[config.mk]
export PLATFORM = sky130hd
export DESIGN_NAME = i2crf_access
export DESIGN_NICKNAME = d
export VERILOG_FILES = /design/src/rtl/core/i2crf_pkg.sv /design/src/rtl/core/i2crf_access.sv
export SDC_FILE = /design/constraint.sdc
export NUM_CORES = 1
export LEC_CHECK = 0
export BUFFER_PORTS_ARGS = -buffer_cell sky130_fd_sc_hd__buf_2
export CAP_MARGIN = 10
export CORE_ASPECT_RATIO = 1.75
export CORE_MARGIN = 3
export CORE_UTILIZATION = 51
export DETAILED_ROUTE_END_ITERATION = 8
export PLACE_DENSITY = 0.81
export SYNTH_ARGS = -nofsm -noshare
export SYNTH_HDL_FRONTEND = slang
export SYNTH_SLANG_ARGS = --single-unit
[constraint.sdc]
create_clock -name i_clk -period 5.6 [get_ports i_clk]
set_input_delay 1.4 -clock i_clk [delete_from_list [all_inputs] [get_ports i_clk]]
set_output_delay 1.4 -clock i_clk [all_outputs]
set_load 0.01 [all_outputs]
[src/rtl/core/i2crf_pkg.sv]
// Shared types, codes and helpers for the I2C target register file.
`timescale 1ns / 1ps

package i2crf_pkg;

    localparam int NUM_REGS_DEF  = 256;
    localparam int FLAG_BITS_DEF = 32;
    localparam int CFG_DATA_W    = 9;
    localparam int CFG_INDEX_W   = 2;

    localparam logic [15:0] BYTE_MASK     = 16'h00ff;
    localparam logic [8:0]  REG_COUNT_RST = 9'd256;

    typedef enum logic [CFG_INDEX_W-1:0] {
        CFG_REG_SIZE  = 2'd0,
        CFG_ADDR_SIZE = 2'd1,
        CFG_REG_COUNT = 2'd2
    } t_cfg_index;

    typedef enum logic [2:0] {
        MODE_BUS_WRITE   = 3'd0,
        MODE_BUS_READ    = 3'd1,
        MODE_LOCAL_READ  = 3'd2,
        MODE_LOCAL_WRITE = 3'd3,
        MODE_POP_FLAG    = 3'd4
    } t_mode;

    typedef enum logic [1:0] {
        ST_DONE    = 2'd0,
        ST_RANGE   = 2'd1,
        ST_IGNORED = 2'd2
    } t_status;

    typedef struct packed {
        logic [2:0]  mode;
        logic [3:0]  byte_count;
        logic [15:0] reg_address;
        logic [31:0] write_data;
    } t_in_item;

    typedef struct packed {
        logic [31:0] read_data;
        logic        flag_found;
        logic [4:0]  flag_index;
        logic [1:0]  status;
    } t_out_item;

    typedef struct packed {
        logic [1:0] reg_size_code;
        logic       addr_size_code;
        logic [8:0] reg_count;
    } t_cfg;

    // Decoded access for one transaction in the first stage
    typedef struct packed {
        logic        ram_we;
        logic        ram_re;
        logic [15:0] ram_addr;
        logic [31:0] ram_wdata;
        logic        flag_found;
        logic [4:0]  flag_index;
        t_status     status;
    } t_access;

    function automatic logic [31:0] f_width_mask(input logic [1:0] size_code);
        logic [31:0] m;
        case (size_code)
            2'd0:    m = 32'h0000_00ff;
            2'd1:    m = 32'h0000_ffff;
            default: m = 32'hffff_ffff;
        endcase
        return m;
    endfunction

    function automatic logic [3:0] f_reg_bytes(input logic [1:0] size_code);
        logic [3:0] n;
        case (size_code)
            2'd0:    n = 4'd1;
            2'd1:    n = 4'd2;
            default: n = 4'd4;
        endcase
        return n;
    endfunction

endpackage

[src/rtl/core/i2crf_access.sv]
// Transaction decode, read pointer and written flags of the register file.
`timescale 1ns / 1ps

module i2crf_access #(
    parameter int NUM_REGS  = i2crf_pkg::NUM_REGS_DEF,
    parameter int FLAG_BITS = i2crf_pkg::FLAG_BITS_DEF
) (
    input  logic                i_clk,
    input  logic                i_rst_n,
    input  i2crf_pkg::t_cfg     i_cfg,
    input  i2crf_pkg::t_in_item i_item,
    input  logic                i_commit,
    output i2crf_pkg::t_access  o_acc
);

    import i2crf_pkg::*;

    logic [15:0]          r_ptr;
    logic [15:0]          n_ptr;
    logic [FLAG_BITS-1:0] r_flags;
    logic [FLAG_BITS-1:0] n_flags;

    logic [3:0]           w_abytes;
    logic [3:0]           w_rbytes;
    logic [31:0]          w_mask;
    logic [15:0]          w_baddr;
    logic [FLAG_BITS-1:0] w_lowest;
    logic [4:0]           w_low_idx;

    function automatic logic f_in_range(input logic [15:0] a, input logic [8:0] cnt);
        return ({1'b0, a} < 17'(NUM_REGS)) && (a < {7'd0, cnt});
    endfunction

    assign w_abytes = i_cfg.addr_size_code ? 4'd2 : 4'd1;
    assign w_rbytes = f_reg_bytes(i_cfg.reg_size_code);
    assign w_mask   = f_width_mask(i_cfg.reg_size_code);
    assign w_baddr  = i_cfg.addr_size_code ? i_item.reg_address
                                           : (i_item.reg_address & BYTE_MASK);

    // Isolate the lowest set flag, then encode its position
    assign w_lowest = r_flags & (~r_flags + FLAG_BITS'(1));

    always_comb begin
        w_low_idx = '0;
        for (int i = 0; i < FLAG_BITS; i++) begin
            if (w_lowest[i]) begin
                w_low_idx = w_low_idx | 5'(i);
            end
        end
    end

    always_comb begin
        o_acc   = '0;
        o_acc.status = ST_DONE;
        n_ptr   = r_ptr;
        n_flags = r_flags;
        case (i_item.mode)
            MODE_BUS_WRITE: begin
                if (i_item.byte_count == w_abytes) begin
                    n_ptr = w_baddr;
                end else if (i_item.byte_count == w_abytes + w_rbytes) begin
                    if (!f_in_range(w_baddr, i_cfg.reg_count)) begin
                        o_acc.status = ST_RANGE;
                    end else begin
                        o_acc.ram_we    = 1'b1;
                        o_acc.ram_addr  = w_baddr;
                        o_acc.ram_wdata = i_item.write_data & w_mask;
                        if ({16'd0, w_baddr} < 32'(FLAG_BITS)) begin
                            n_flags = r_flags | (FLAG_BITS'(1) << w_baddr[4:0]);
                        end
                    end
                end else begin
                    o_acc.status = ST_IGNORED;
                end
            end
            MODE_BUS_READ: begin
                o_acc.ram_addr = r_ptr;
                if (f_in_range(r_ptr, i_cfg.reg_count)) begin
                    o_acc.ram_re = 1'b1;
                end else begin
                    o_acc.status = ST_RANGE;
                end
            end
            MODE_LOCAL_READ: begin
                o_acc.ram_addr = i_item.reg_address;
                if (f_in_range(i_item.reg_address, i_cfg.reg_count)) begin
                    o_acc.ram_re = 1'b1;
                end else begin
                    o_acc.status = ST_RANGE;
                end
            end
            MODE_LOCAL_WRITE: begin
                o_acc.ram_addr  = i_item.reg_address;
                o_acc.ram_wdata = i_item.write_data & w_mask;
                if (f_in_range(i_item.reg_address, i_cfg.reg_count)) begin
                    o_acc.ram_we = 1'b1;
                end else begin
                    o_acc.status = ST_RANGE;
                end
            end
            MODE_POP_FLAG: begin
                o_acc.flag_found = |r_flags;
                o_acc.flag_index = w_low_idx;
                n_flags          = r_flags & ~w_lowest;
            end
            default: begin
                o_acc.status = ST_IGNORED;
            end
        endcase
    end

    always_ff @(posedge i_clk) begin
        if (!i_rst_n) begin
            r_ptr   <= '0;
            r_flags <= '0;
        end else if (i_commit) begin
            r_ptr   <= n_ptr;
            r_flags <= n_flags;
        end
    end

endmodule

# After elaboration in Yosys (flattened, before gate mapping)

Index checks and enable logic that the tools add are counted.

Bits in registers: 48
Word-level logic and storage cells: 142

Add/subtract/negate cells: 2
Magnitude comparators: 7
Equal/unequal tests: 15
Shift operators: 1
Muxes and demuxes: 100
Bitwise logic cells: 6
Reduce and logical (&&, ||, !) cells: 9

Operators by type and width:

| cell                  | number |
|---|---|
| $mux 32               | 16 |
| $mux 48               | 9 |
| $pmux 32 s2           | 3 |
| $and 32x32->32        | 3 |
| $mux 16               | 6 |
| $mux 5                | 16 |
| $not 32->32           | 2 |
| $lt 16x9->1           | 3 |
| $lt 16x9->1 const B   | 3 |
| $pmux 16 s3           | 1 |
| $add 32x1->32 const B | 1 |
| $mux 4                | 8 |
| $or 32x32->32         | 1 |
| $reduce_or 32->1      | 1 |
| $shl 1x5->32 const A  | 1 |
| $mux 2                | 14 |
| $mux 1                | 18 |
| $lt 16x6->1 const B   | 1 |
| $mux 3                | 4 |
| $ne 3x3->1 const B    | 4 |
| $pmux 2 s5            | 1 |
| $eq 3x2->1 const B    | 2 |
| $mux 6                | 1 |
| $ne 2x1->1 const B    | 3 |
| 15 further kinds      | 18 |

# Depth between registers and ports, before layout

Gate-level depths: netlist of run 1.

Word-level depth: 35
Depth in mapped cells: 11
Depth with buffers taken out: 9

# Worst setup path after synthesis of run 1

OpenSTA, ideal clock, no wires.

Kind: input to output
Start: input i_cfg[11] (netlist name)
End: output o_acc[16] (netlist name)
Arrival time: 4.008 ns
Setup slack: 0.192 ns
Stages on the path: 11
Path buffers: 2
Path through: clkbuf_1 > nor2_1 > ha_1 > fa_1 > xnor2_1 > nand4_1 > o22a_1 > nor4_4 > buf_2 > a21boi_2 > nor3b_1

RTL lines:

| item               | line               | source |
|---|---|---|
| start: declaration | i2crf_access.sv:10 | `input i2crf_pkg::t_cfg i_cfg,` |
| end: declaration   | i2crf_access.sv:13 | `output i2crf_pkg::t_access o_acc` |

==> summary by stage, run 1 <==
Drt
The starting DRC count in detailed routing is 399. The remaining design rule violation count is 0. The number of vias per cell is 6.333.

The total vias in the final route is 4579. For this run, the detailed router's first-pass iteration total came to 5. The antenna violation net count after detailed routing is 0. Dividing the detail-routed wire length by the instance count gives 18.71 um.

Summed over all layers, the routed wires come to 13.52 mm.

STA
The worst pin sits at a relative slew slack of 43.89%. The final hold violation count is 0. The setup total negative slack is 0 ns. For the pin with the worst max-slew slack, the measured transition is 0.8361 ns.

The number of max-slew violations in the final report is 0. In the post-route analysis, the smallest setup slack over all paths is 0.2669 ns. In the finished design, the share of the clock period the worst path needs comes to 95.23%.

After layout, the minimum clock period comes to 5.333 ns. On the final layout, the worst clock skew is 0.01400 ns. Setup repair after global routing left no endpoint under its margin. The final-report setup violation count is 0.

The maximum clock rate is 0.1875 GHz.

Setup path
Grouping stages by cell kind, the critical path spends the most delay in simple AND/OR/NAND/NOR gates. The slowest cell on the critical path is sky130_fd_sc_hd__fa_1. The nature of the critical path endpoint is a primary output. Measured in cells, the most critical reg-to-reg path has a length of 6. On the worst path, the slowest cell contributes a delay of 0.48 ns. At the worst endpoint, the arrival time is 3.93 ns. Counting both buffers and inverters, the worst setup path holds a total of 4. The data required time of the critical path is 4.20 ns.

The depth of the critical timing path with buffers and inverters included is 12. The worst setup path is launched from a primary input. The largest driver fanout on the critical path is 21. By startpoint and endpoint, the worst setup path is classified as primary input to primary output.

The critical path goes through buf_2 > buf_4 > nor2b_1 > fa_1 > xnor2_1 > nand2_1 > o22a_1 > nor4_4 > buf_6 > a21boi_2 > nor3b_1 > buf_2. The most prevalent standard cell on the critical path is sky130_fd_sc_hd__buf_2.

GRT
The met2 demand-to-capacity share in global routing is 58.14%. The number of antenna violations at the first check in global routing is 0. The wire length of the first global-routing pass is 21.13 mm. The met3 track demand over resource in global routing is 6.419%.

The via count of the first global-routing pass was 4393. Entering global routing, the biggest net connects 29 pins. The layer with the highest usage after global routing is met2. The total global routing overflow is 0.

The combined global-route utilization of all metal layers is 31.51%. For this run, global-route usage on met1 was measured as 29.81%.

Power and ir drop
The total power after layout is 0.8075 mW. The largest vdd supply drop is 0.0001907 V. In this run the power density over the cells is 175.0 nW/um2. The static leakage is 2.073 nW.

Final layout
In the final design database the tool counted 728 nets. The final antenna diode count is 0. The final non-filler cell total is 723. For this run, the share of the core covered by cells in the final layout is 65.86%. Compared with the post-synthesis result, the final layout area differs by 23.18%. In the final layout, the share of cells above drive strength 1 is 24.57%.

Clock tree
Buffers inserted during clock tree synthesis total 5. The clock net in this run drives a total of 48 sinks. The later pin in the worst-skew pair is clocked with a latency of 0.30 ns. The deepest level of the CTS H-tree is 2. The post-cts sizing count is 0. Clock-pin slew was measured on the worst setup and hold paths at 0.07 ns. The cts-stage hold buffer count is 0.

The TritonCTS clock tree is yes. The root cell of the clock tree is sky130_fd_sc_hd__clkbuf_16. Post-CTS timing repair inserted 0 buffers for setup. In this run the deepest clock path goes through 2 buffers.

Logic synthesis
The number of enable-type register cells in the synthesized netlist is 0. The commonest register cell after synthesis is sky130_fd_sc_hd__dfxtp_1. The synthesis warning total is 0. The top cell type by area accounts for 25.65% of the synthesized area. For this run, asynchronously set or reset flops after synthesis account for 0%. The number of synthesized register bits is 48. The post-synthesis average cell area is 7.218 um2. The synthesized netlist contains 62 unique library cells. By count the netlist is led by 79 x sky130_fd_sc_hd__nand2_1, 48 x sky130_fd_sc_hd__dfxtp_1, 38 x sky130_fd_sc_hd__a21oi_1, 37 x sky130_fd_sc_hd__nor2_1, 35 x sky130_fd_sc_hd__o21ai_0. The number of nets in the synthesized netlist is 609. Summed over all instances, the cell type with the most area after synthesis is sky130_fd_sc_hd__dfxtp_1. The gate count after technology mapping is 519. The post-synthesis instance area is 3746 um2. The most frequent cell after synthesis is sky130_fd_sc_hd__nand2_1. The share of the yosys chip area belonging to registers is 25.65%. Yosys attributes the largest share of cell area to sky130_fd_sc_hd__dfxtp_1 26%, sky130_fd_sc_hd__nand2_1 7.9%, sky130_fd_sc_hd__ha_1 6.3%, sky130_fd_sc_hd__a21oi_1 5.1%, sky130_fd_sc_hd__o21ai_0 4.7%.

Placed design
Prior to clock tree synthesis, the placed netlist has a worst setup slack of 0.2467 ns. Summed over all nets, the half-perimeter wirelength after detailed placement is 10.75 mm. Routability-driven placement finished with a final weighted congestion of 1.017. Once placement completed, the tool counted placed cells totaling 715. The count of port buffers added during placement is 127.

Die
The die covers 8450 um2. The initialized floorplan defines 40 standard-cell rows. 128 I/O pins were placed. The placeable core region is 7007 um2. The starting density of the core is 53.46%.

The horizontal die dimension is 70.79 um. The floorplan die height is 119.4 um.

Worst hold path
The path type of the worst min-delay path is register to register. The worst hold path passes through 2 cells.

Flow run
The number of maximum-capacitance violations is 0.

Outcome
The run finished with clean final reports.
power by group:
group	switching (mW)	leakage [nW]	internal (mW)
Clock	0.133	0.0701	0.178
Combinational	0.0939	1.62	0.0605
Sequential	0.000402	0.386	0.342
kinds of logic (layout without fill, tap and decap cells):
family | Yosys count | after routing | synth area share (%)
and+or+nand+nor | 254 | 254 | 35.64
adders and majority gates | 20 | 20 | 6.881
AOI/OAI and AO/OA | 146 | 146 | 25.89
buffers and inverters | 47 | 167 | 5.010
xor gates and xnor gates | 4 | 4 | 0.9354
DFF | 48 | 48 | 25.65
through the flow:
stage	cell area (um2)	hold slack (ns)
2_1_floorplan	3746	0.4443
3_3_place_gp	4461	0.4556
3_5_place_dp	4461	0.4586
4_1_cts	4611	0.4679
5_1_grt	4614	0.4867
6_report	4614	0.4677
state kept, by name, indices dropped and copies added (netlist names):
register	cells
r_ptr	16
r_flags	32
metal layers:
metal	part of all wire, %	up-vias
met5	0	-
met4	6.6	0
met3	8.9	62
met2	53	276
met1	32	2083
li1	-	2158
layout make-up:
cell class | count | area, um2
flip-flops and latches | 48 | 960.9
multi-input cells | 424 | 2597
inverters | 21 | 78.83
repair buffers | 138 | 721.9
fillers | 649 | 2392
well taps | 84 | 105.1
clock inverters | 1 | 7.507
clock buffers | 7 | 142.6
worst min-delay path, stage by stage (launching register included):
cell                      delay [ns]
sky130_fd_sc_hd__dfxtp_1        0.32
sky130_fd_sc_hd__nand2_1        0.05
sky130_fd_sc_hd__a21oi_1        0.05
path summary, 6_finish.rpt:
path         startpoint          end  slack (ns)
max           i_cfg[11]    o_acc[21]        0.27
min            r_ptr[0]     r_ptr[0]        0.47
max reg2reg  r_flags[0]  r_flags[31]        3.05
min reg2reg    r_ptr[0]     r_ptr[0]        0.47
placed cells by master, fill, tap and decap left out, drive strengths merged, types with 3 or more instances in the layout:
cell type  instances
ha                19
inv               20
nor2              37
buf              138
nand3             22
nand2b             7
and3              20
clkbuf             7
o21ai             36
a31oi              6
o31ai              4
nor4              11
a21oi             38
or3                5
a211oi             6
nand3b             4
nor2b              8
a22o               7
nor3b             13
or4                3
or2                3
nand2             79
a41oi             11
o211ai            11
xnor2              3
nor3              22
dfxtp             48
and2              12
nand4              6
Note: power is estimated with default switching activity, not from simulation.
==> inputs of run 2 (changes only) <==
--- a/config.mk
+++ b/config.mk
@@ -6,12 +6,13 @@
 export NUM_CORES = 1
 export LEC_CHECK = 0
 export BUFFER_PORTS_ARGS = -buffer_cell sky130_fd_sc_hd__buf_2
-export CAP_MARGIN = 10
 export CORE_ASPECT_RATIO = 1.75
 export CORE_MARGIN = 3
 export CORE_UTILIZATION = 51
+export CTS_CLUSTER_DIAMETER = 40
 export DETAILED_ROUTE_END_ITERATION = 8
 export PLACE_DENSITY = 0.81
+export RECOVER_POWER = 100
 export SYNTH_ARGS = -nofsm -noshare
 export SYNTH_HDL_FRONTEND = slang
 export SYNTH_SLANG_ARGS = --single-unit
==> summary by stage, run 2 (same netlist as run 1, synthesis figures left out) <==
Outcome
The run finished, with violations left. The final reports fail on max-capacitance violations.

Final layout
Cells fill 64.54% of the core in the end. The library cells used most frequently in the layout, excluding fill and tap cells, are 79 x sky130_fd_sc_hd__nand2_1, 75 x sky130_fd_sc_hd__buf_2, 54 x sky130_fd_sc_hd__clkbuf_1. The largest registers in the layout are r_flags (32), r_ptr (16). The final antenna diode count is 0.

From synthesis to final layout, the design area changed by 20.71%. Summing all multi-input logic gate instances after layout gives 2576 um2. The leading cell type in the layout, fill and taps excluded is sky130_fd_sc_hd__nand2_1. The register with the most flip-flops in the layout has 32 of them. In the final layout, flip-flops and latches occupy 960.9 um2.

The final layout contains 728 nets. The most flop-heavy register is r_flags. The share of post-route cells with drive strength above 1 is 15.96%.

The fill cell total of the finished layout is 675.

STA
Dividing the final minimum period by the clock period gives 95.59%. The number of max-slew violations in the final report is 0. Static timing analysis puts the maximum clock frequency at 0.1868 GHz. The worst-margin pin slew is 1.477 ns. The final critical delay including setup and external delays is 5.353 ns. The final-report setup violation count is 0. Setup repair after global routing left no endpoint under its margin.

The setup total negative slack is 0 ns. Final hold analysis gives a worst-case slack of 0.4666 ns. For the final database, setup skew stands at 0.01306 ns. In this run the tightest slew margin relative to its limit is 0.6446%. The final hold violation count is 0.

Die
In this run the vertical extent of the chip is 119.4 um. The placeable core region is 7007 um2. The number of ports placed on the die boundary is 128. The horizontal die dimension is 70.79 um. The die covers 8450 um2.

The starting density of the core is 53.46%. The number of rows in the core area is 40.

Setup path
At the worst endpoint, the arrival time is 3.95 ns. The nature of the critical path endpoint is a primary output. STA puts the critical path data required time at 4.20 ns. The worst register-to-register path ends at r_flags[31].

The cell depth of the worst flop-to-flop path is 6. The element type at the critical path start is a primary input. For flop-to-flop paths, the worst setup slack is 2.19 ns. The worst reg2reg path startpoint is r_flags[0].

The kind of critical path is primary input to primary output. Along the worst path, the maximum fanout reaches 21.

Clock tree
The TritonCTS clock tree is yes. Post-CTS timing repair inserted 0 buffers for setup. Clock-pin slew was measured on the worst setup and hold paths at 0.07 ns. Buffers inserted to repair hold after CTS numbered 0.

The number of buffers created by CTS is 5. In this run the deepest clock path goes through 2 buffers. The post-cts sizing count is 0. The root cell of the clock tree is sky130_fd_sc_hd__clkbuf_16. The tree built by TritonCTS fans out to 48 sinks. The insertion delay of the later-clocked pin in the worst-skew pair is 0.30 ns. The deepest level of the CTS H-tree is 2.

Drt
The antenna violation net count after detailed routing is 0. The detailed router used layers up to and including met4. The detailed-router iteration count before antenna repair is 6. Wires add up to 13.64 mm. The remaining design rule violation count is 0. In the final routed layout, each cell accounts on average for 18.86 um.

The routed design uses 7.061 mm of met2 wire. Wire segments on met3 add up to 1.106 mm in the final route. The detailed router put a total of 4.480 mm of wire on met1. For this block, the via count after detailed routing is 4569.

The starting DRC count in detailed routing is 360. The number of vias per cell is 6.320.

Power and ir drop
Sequential cells burn 42.7% of the power. The internal power of the cells totals 0.5761 mW. The clock share of power is 38.6%. The ratio of total power to cell area is 177.3 nW/um2. Total power for the finished layout comes to 0.8015 mW.

The worst-case IR drop observed on VDD is 0.0001906 V. Summed over all cells, the static leakage comes to 1.840 nW. The fraction of power spent switching nets is 28.12%.

The power share of the combinational group is 18.8%. The net switching power of the design is 0.2254 mW.

GRT
Entering global routing, the biggest net connects 29 pins. The first global-routing pass estimated 21.13 mm of wire. The total global routing overflow is 0. The via count of the first global-routing pass is 4393.

Global routing consumed, over all layers together, 31.51% of the routing resources. The number of antenna violations at the first check in global routing was 0.

Worst hold path
The path type of the worst min-delay path is register to register. The endpoint with the worst hold slack is r_ptr[0]. The worst hold path passes through 2 cells. The startpoint identified for the worst hold timing path is r_ptr[0].

Placed design
After legalization and detailed placement, the total HPWL measured 10.75 mm. The final weighted congestion of routability-driven global placement is 1.017. The count of port buffers added during placement is 127.

Flow run
The tool flagged a number of max-cap violations equal to 1.
## run 2: cell type report
| class | instances | area share [%] |
|---|---|---|
| multi-input combinational | 424 | 56.97 |
| sequential | 48 | 21.25 |
| timing repair buffer | 138 | 14.39 |
| clock buffer | 7 | 3.154 |
| tap | 84 | 2.324 |
| inverter | 21 | 1.743 |
| clock inverter | 1 | 0.1660 |
## run 2: metal layers
layer	vias to the layer above	GRT usage, %
met3	69	6.419
met2	260	58.14
met5	-	0
met1	2078	29.81
met4	0	22.12
li1	2162	-
## run 2: metrics by stage
step | cell area (um2) | worst slack, ns | cells
after CTS | 4611 | 0.2399 | 723
after detailed placement | 4461 | 0.2467 | 715
after global routing | 4522 | 0.02543 | 723
after global placement | 4461 | 0.3414 | 715
after floorplan | 3746 | 0.1916 | 519
final | 4522 | 0.2469 | 723
## run 2: critical path: stages
cell and delay, ns:
sky130_fd_sc_hd__buf_2 0.13, sky130_fd_sc_hd__buf_4 0.17, sky130_fd_sc_hd__nor2b_1 0.21, sky130_fd_sc_hd__fa_1 0.48
sky130_fd_sc_hd__xnor2_1 0.23, sky130_fd_sc_hd__nand2_1 0.08, sky130_fd_sc_hd__o22a_1 0.27, sky130_fd_sc_hd__nor4_4 0.22
sky130_fd_sc_hd__buf_6 0.24, sky130_fd_sc_hd__a21boi_2 0.13, sky130_fd_sc_hd__nor3b_1 0.23, sky130_fd_sc_hd__clkbuf_1 0.18
## run 2: power by group through the flow
stage / Combinational [mW] / Sequential [mW] / Clock [mW]
detailed placement: 0.152 / 0.350 / 0
CTS: 0.153 / 0.342 / 0.314
finish: 0.150 / 0.342 / 0.309
floorplan: 0.0832 / 0.350 / 0
global route: 0.164 / 0.342 / 0.328
global placement: 0.148 / 0.350 / 0
## run 2: worst max path at each step
| stage | from | cells past startpoint | slack [ns] | endpoint |
|---|---|---|---|---|
| after floorplan | i_cfg[11] | 11 | 0.19 | o_acc[16] |
| after global placement | i_cfg[11] | 12 | 0.34 | o_acc[23] |
| after detailed placement | i_cfg[11] | 12 | 0.25 | o_acc[22] |
| after CTS | i_cfg[11] | 12 | 0.24 | o_acc[20] |
| after global routing | i_cfg[11] | 12 | 0.03 | o_acc[19] |
| final | i_cfg[11] | 12 | 0.25 | o_acc[21] |
==> inputs of run 3 (changes only) <==
--- a/config.mk
+++ b/config.mk
@@ -8,10 +8,10 @@
 export BUFFER_PORTS_ARGS = -buffer_cell sky130_fd_sc_hd__buf_2
 export CORE_ASPECT_RATIO = 1.75
 export CORE_MARGIN = 3
-export CORE_UTILIZATION = 51
+export CORE_UTILIZATION = 50
 export CTS_CLUSTER_DIAMETER = 40
 export DETAILED_ROUTE_END_ITERATION = 8
-export PLACE_DENSITY = 0.81
+export PLACE_DENSITY = 0.8
 export RECOVER_POWER = 100
 export SYNTH_ARGS = -nofsm -noshare
 export SYNTH_HDL_FRONTEND = slang
==> summary by stage, run 3 (same netlist as run 1, synthesis figures left out) <==
Drt
The count of nets left with antenna violations once routing finished came out at 0. The detailed router finished its first iteration with 476 violations. The number of vias per cell is 6.345. The first detailed-routing pass took 5 iterations. In the routed design, unresolved DRC markers number 0.

The overall routed net length is 13.42 mm. The total vias in the final route is 4594. Dividing the detail-routed wire length by the instance count gives 18.54 um.

Setup path
The worst reg2reg path startpoint is r_flags[0]. The largest driver fanout on the critical path is 21. The worst setup path is launched from a primary input. In this run the worst setup path begins at i_cfg[11]. The setup check on the worst reg-to-reg path leaves a slack of 2.25 ns. The most critical setup path has its endpoint at o_acc[16]. The data required time of the critical path is 4.20 ns. The critical path in this run is classified as primary input to primary output. The worst register-to-register path ends at r_flags[31]. At the worst endpoint, the arrival time is 3.94 ns. Counting cells, the worst reg-to-reg path comes to 6. The worst setup path is captured at a primary output.

STA
The final hold violation count was 0. Setup repair after global routing left no endpoint under its margin. The worst pin sits at a relative slew slack of 2.036%. The clock tree skew after final layout is 0.01008 ns. The period utilization is 95.36%.

The number of max-slew violations in the final report is 0. After routing, the total negative slack on setup checks comes to 0 ns. The routed design could run at a clock period as short as 5.340 ns. At the pin with the least slew margin, the transition time is 1.456 ns.

Timing would allow up to 0.1873 GHz. The final-report setup violation count is 0.

Die
After floorplanning, the core was divided into 41 placement rows. The floorplan die area is 8608 um2. The floorplan step set the die width to 71.43 um. The floorplan die height is 120.5 um. For this configuration, the core starts out at a cell density of 51.79%. The number of ports placed on the die boundary is 128. The placeable core region is 7233 um2.

Final layout
At the end of the flow, the number of nets in the layout was 727. Cells with a size suffix above 1 make up 15.99% of the layout. The number of antenna diodes in the final layout is 0.

The leading cell type in the layout, fill and taps excluded is sky130_fd_sc_hd__nand2_1. Ranked by flip-flop count, first place goes to r_flags. The register with the most flip-flops in the layout has 32 of them. The largest registers in the layout are r_flags (32), r_ptr (16). The share of the core filled with cells in the final layout is 62.46%. In the layout the commonest cells are 79 x sky130_fd_sc_hd__nand2_1, 76 x sky130_fd_sc_hd__buf_2, 53 x sky130_fd_sc_hd__clkbuf_1. The area added between synthesis and finish is 20.61%.

Clock tree
In this run, post-CTS repair resized a total of 0 instances. The tree built by TritonCTS fans out to 48 sinks. Clock-pin slew was measured on the worst setup and hold paths at 0.06 ns.

Counting the buffers created by CTS gives 5. The number of post-CTS setup repair buffers is 0. The clock reaches the later pin of the worst-skew pair after 0.30 ns. The TritonCTS clock tree is yes. The number of hold buffers added after CTS was 0. In this run the number of H-tree levels came out at 2. The tree is rooted in a sky130_fd_sc_hd__clkbuf_16.

The largest buffer count on any clock path is 2.

GRT
The wire length of the first global-routing pass is 20.69 mm. The largest net degree at the start of global routing is 29. The combined global-route utilization of all metal layers is 30.69%. The number of antenna violations at the first check in global routing is 0.

The via count of the first global-routing pass is 4351. Global routing finished with a remaining overflow of 0.

Worst hold path
The min-delay analysis places its worst path in the category register to register. The cell count of the worst hold path is 2.

Power and ir drop
The static leakage is 1.845 nW. The largest vdd supply drop is 0.0002189 V. The ratio of total power to cell area is 178.3 nW/um2.

Placed design
The count of port buffers added during placement is 127. The final weighted congestion of routability-driven global placement is 0.9596. The HPWL after detailed placement is 10.58 mm.

Flow run
The number of maximum-capacitance violations is 1.

Outcome
The flow ran to the end, but the final reports show violations. The final reports fail on max-capacitance violations.
==> run 3: how the worst min path moves through the flow <==
| stage | from | end | slack (ns) |
|---|---|---|---|
| 6_report | r_ptr[9] | r_ptr[9] | 0.47 |
| 5_1_grt | r_ptr[4] | r_ptr[4] | 0.50 |
| 4_1_cts | r_ptr[9] | r_ptr[9] | 0.48 |
| 3_5_place_dp | r_ptr[9] | r_ptr[9] | 0.46 |
| 3_3_place_gp | r_ptr[9] | r_ptr[9] | 0.46 |
| 2_1_floorplan | r_ptr[13] | r_ptr[13] | 0.44 |
==> run 3: area by class of cell <==
type,instances,area [um2]
fillers,709,2715
clock inverters,1,7.507
multi-input cells,424,2574
flip-flops and latches,48,960.9
well taps,86,107.6
inverters,21,78.83
repair buffers,137,646.9
clock buffers,7,142.6
==> run 3: metrics by stage <==
stage          cell area [um2]  total power [mW]  hold slack [ns]  setup slack [ns]  cells
2_1_floorplan             3746            0.4329           0.4443            0.1916    519
3_3_place_gp              4456            0.4976           0.4566            0.3371    716
3_5_place_dp              4456            0.5009           0.4649            0.1985    716
4_1_cts                   4606            0.8100           0.4756            0.1824    724
5_1_grt                   4518            0.8331           0.4995           0.03427    724
6_report                  4518            0.8055           0.4713            0.2601    724
==> run 3: routing by layer <==
layer  routed length (um)  global-route usage [%]  share of wire, %  up-vias
li1                     -                       -                 -     2146
met1                 4277                   28.25                32     2083
met2                 6996                   56.68                52      291
met3                 1169                   5.408               8.7       74
met4                  977                   24.47               7.3        0
met5                    0                       0                 0        -
==> run 3: power by group <==
group          total [mW]  leakage (nW)  switching, mW  internal [mW]
Combinational       0.150          1.39         0.0933         0.0563
Sequential          0.342         0.386       0.000405          0.342
Clock               0.314        0.0701          0.136          0.178
==> run 3: worst max-delay path, cell delays in order <==
cell,delay [ns]
sky130_fd_sc_hd__buf_2,0.13
sky130_fd_sc_hd__nor2_1,0.07
sky130_fd_sc_hd__ha_1,0.20
sky130_fd_sc_hd__fa_1,0.39
sky130_fd_sc_hd__xor2_1,0.18
sky130_fd_sc_hd__or3_1,0.30
sky130_fd_sc_hd__o22a_1,0.25
sky130_fd_sc_hd__nor4_4,0.21
sky130_fd_sc_hd__buf_6,0.24
sky130_fd_sc_hd__a21boi_2,0.14
sky130_fd_sc_hd__nor3b_1,0.25
sky130_fd_sc_hd__clkbuf_1,0.18
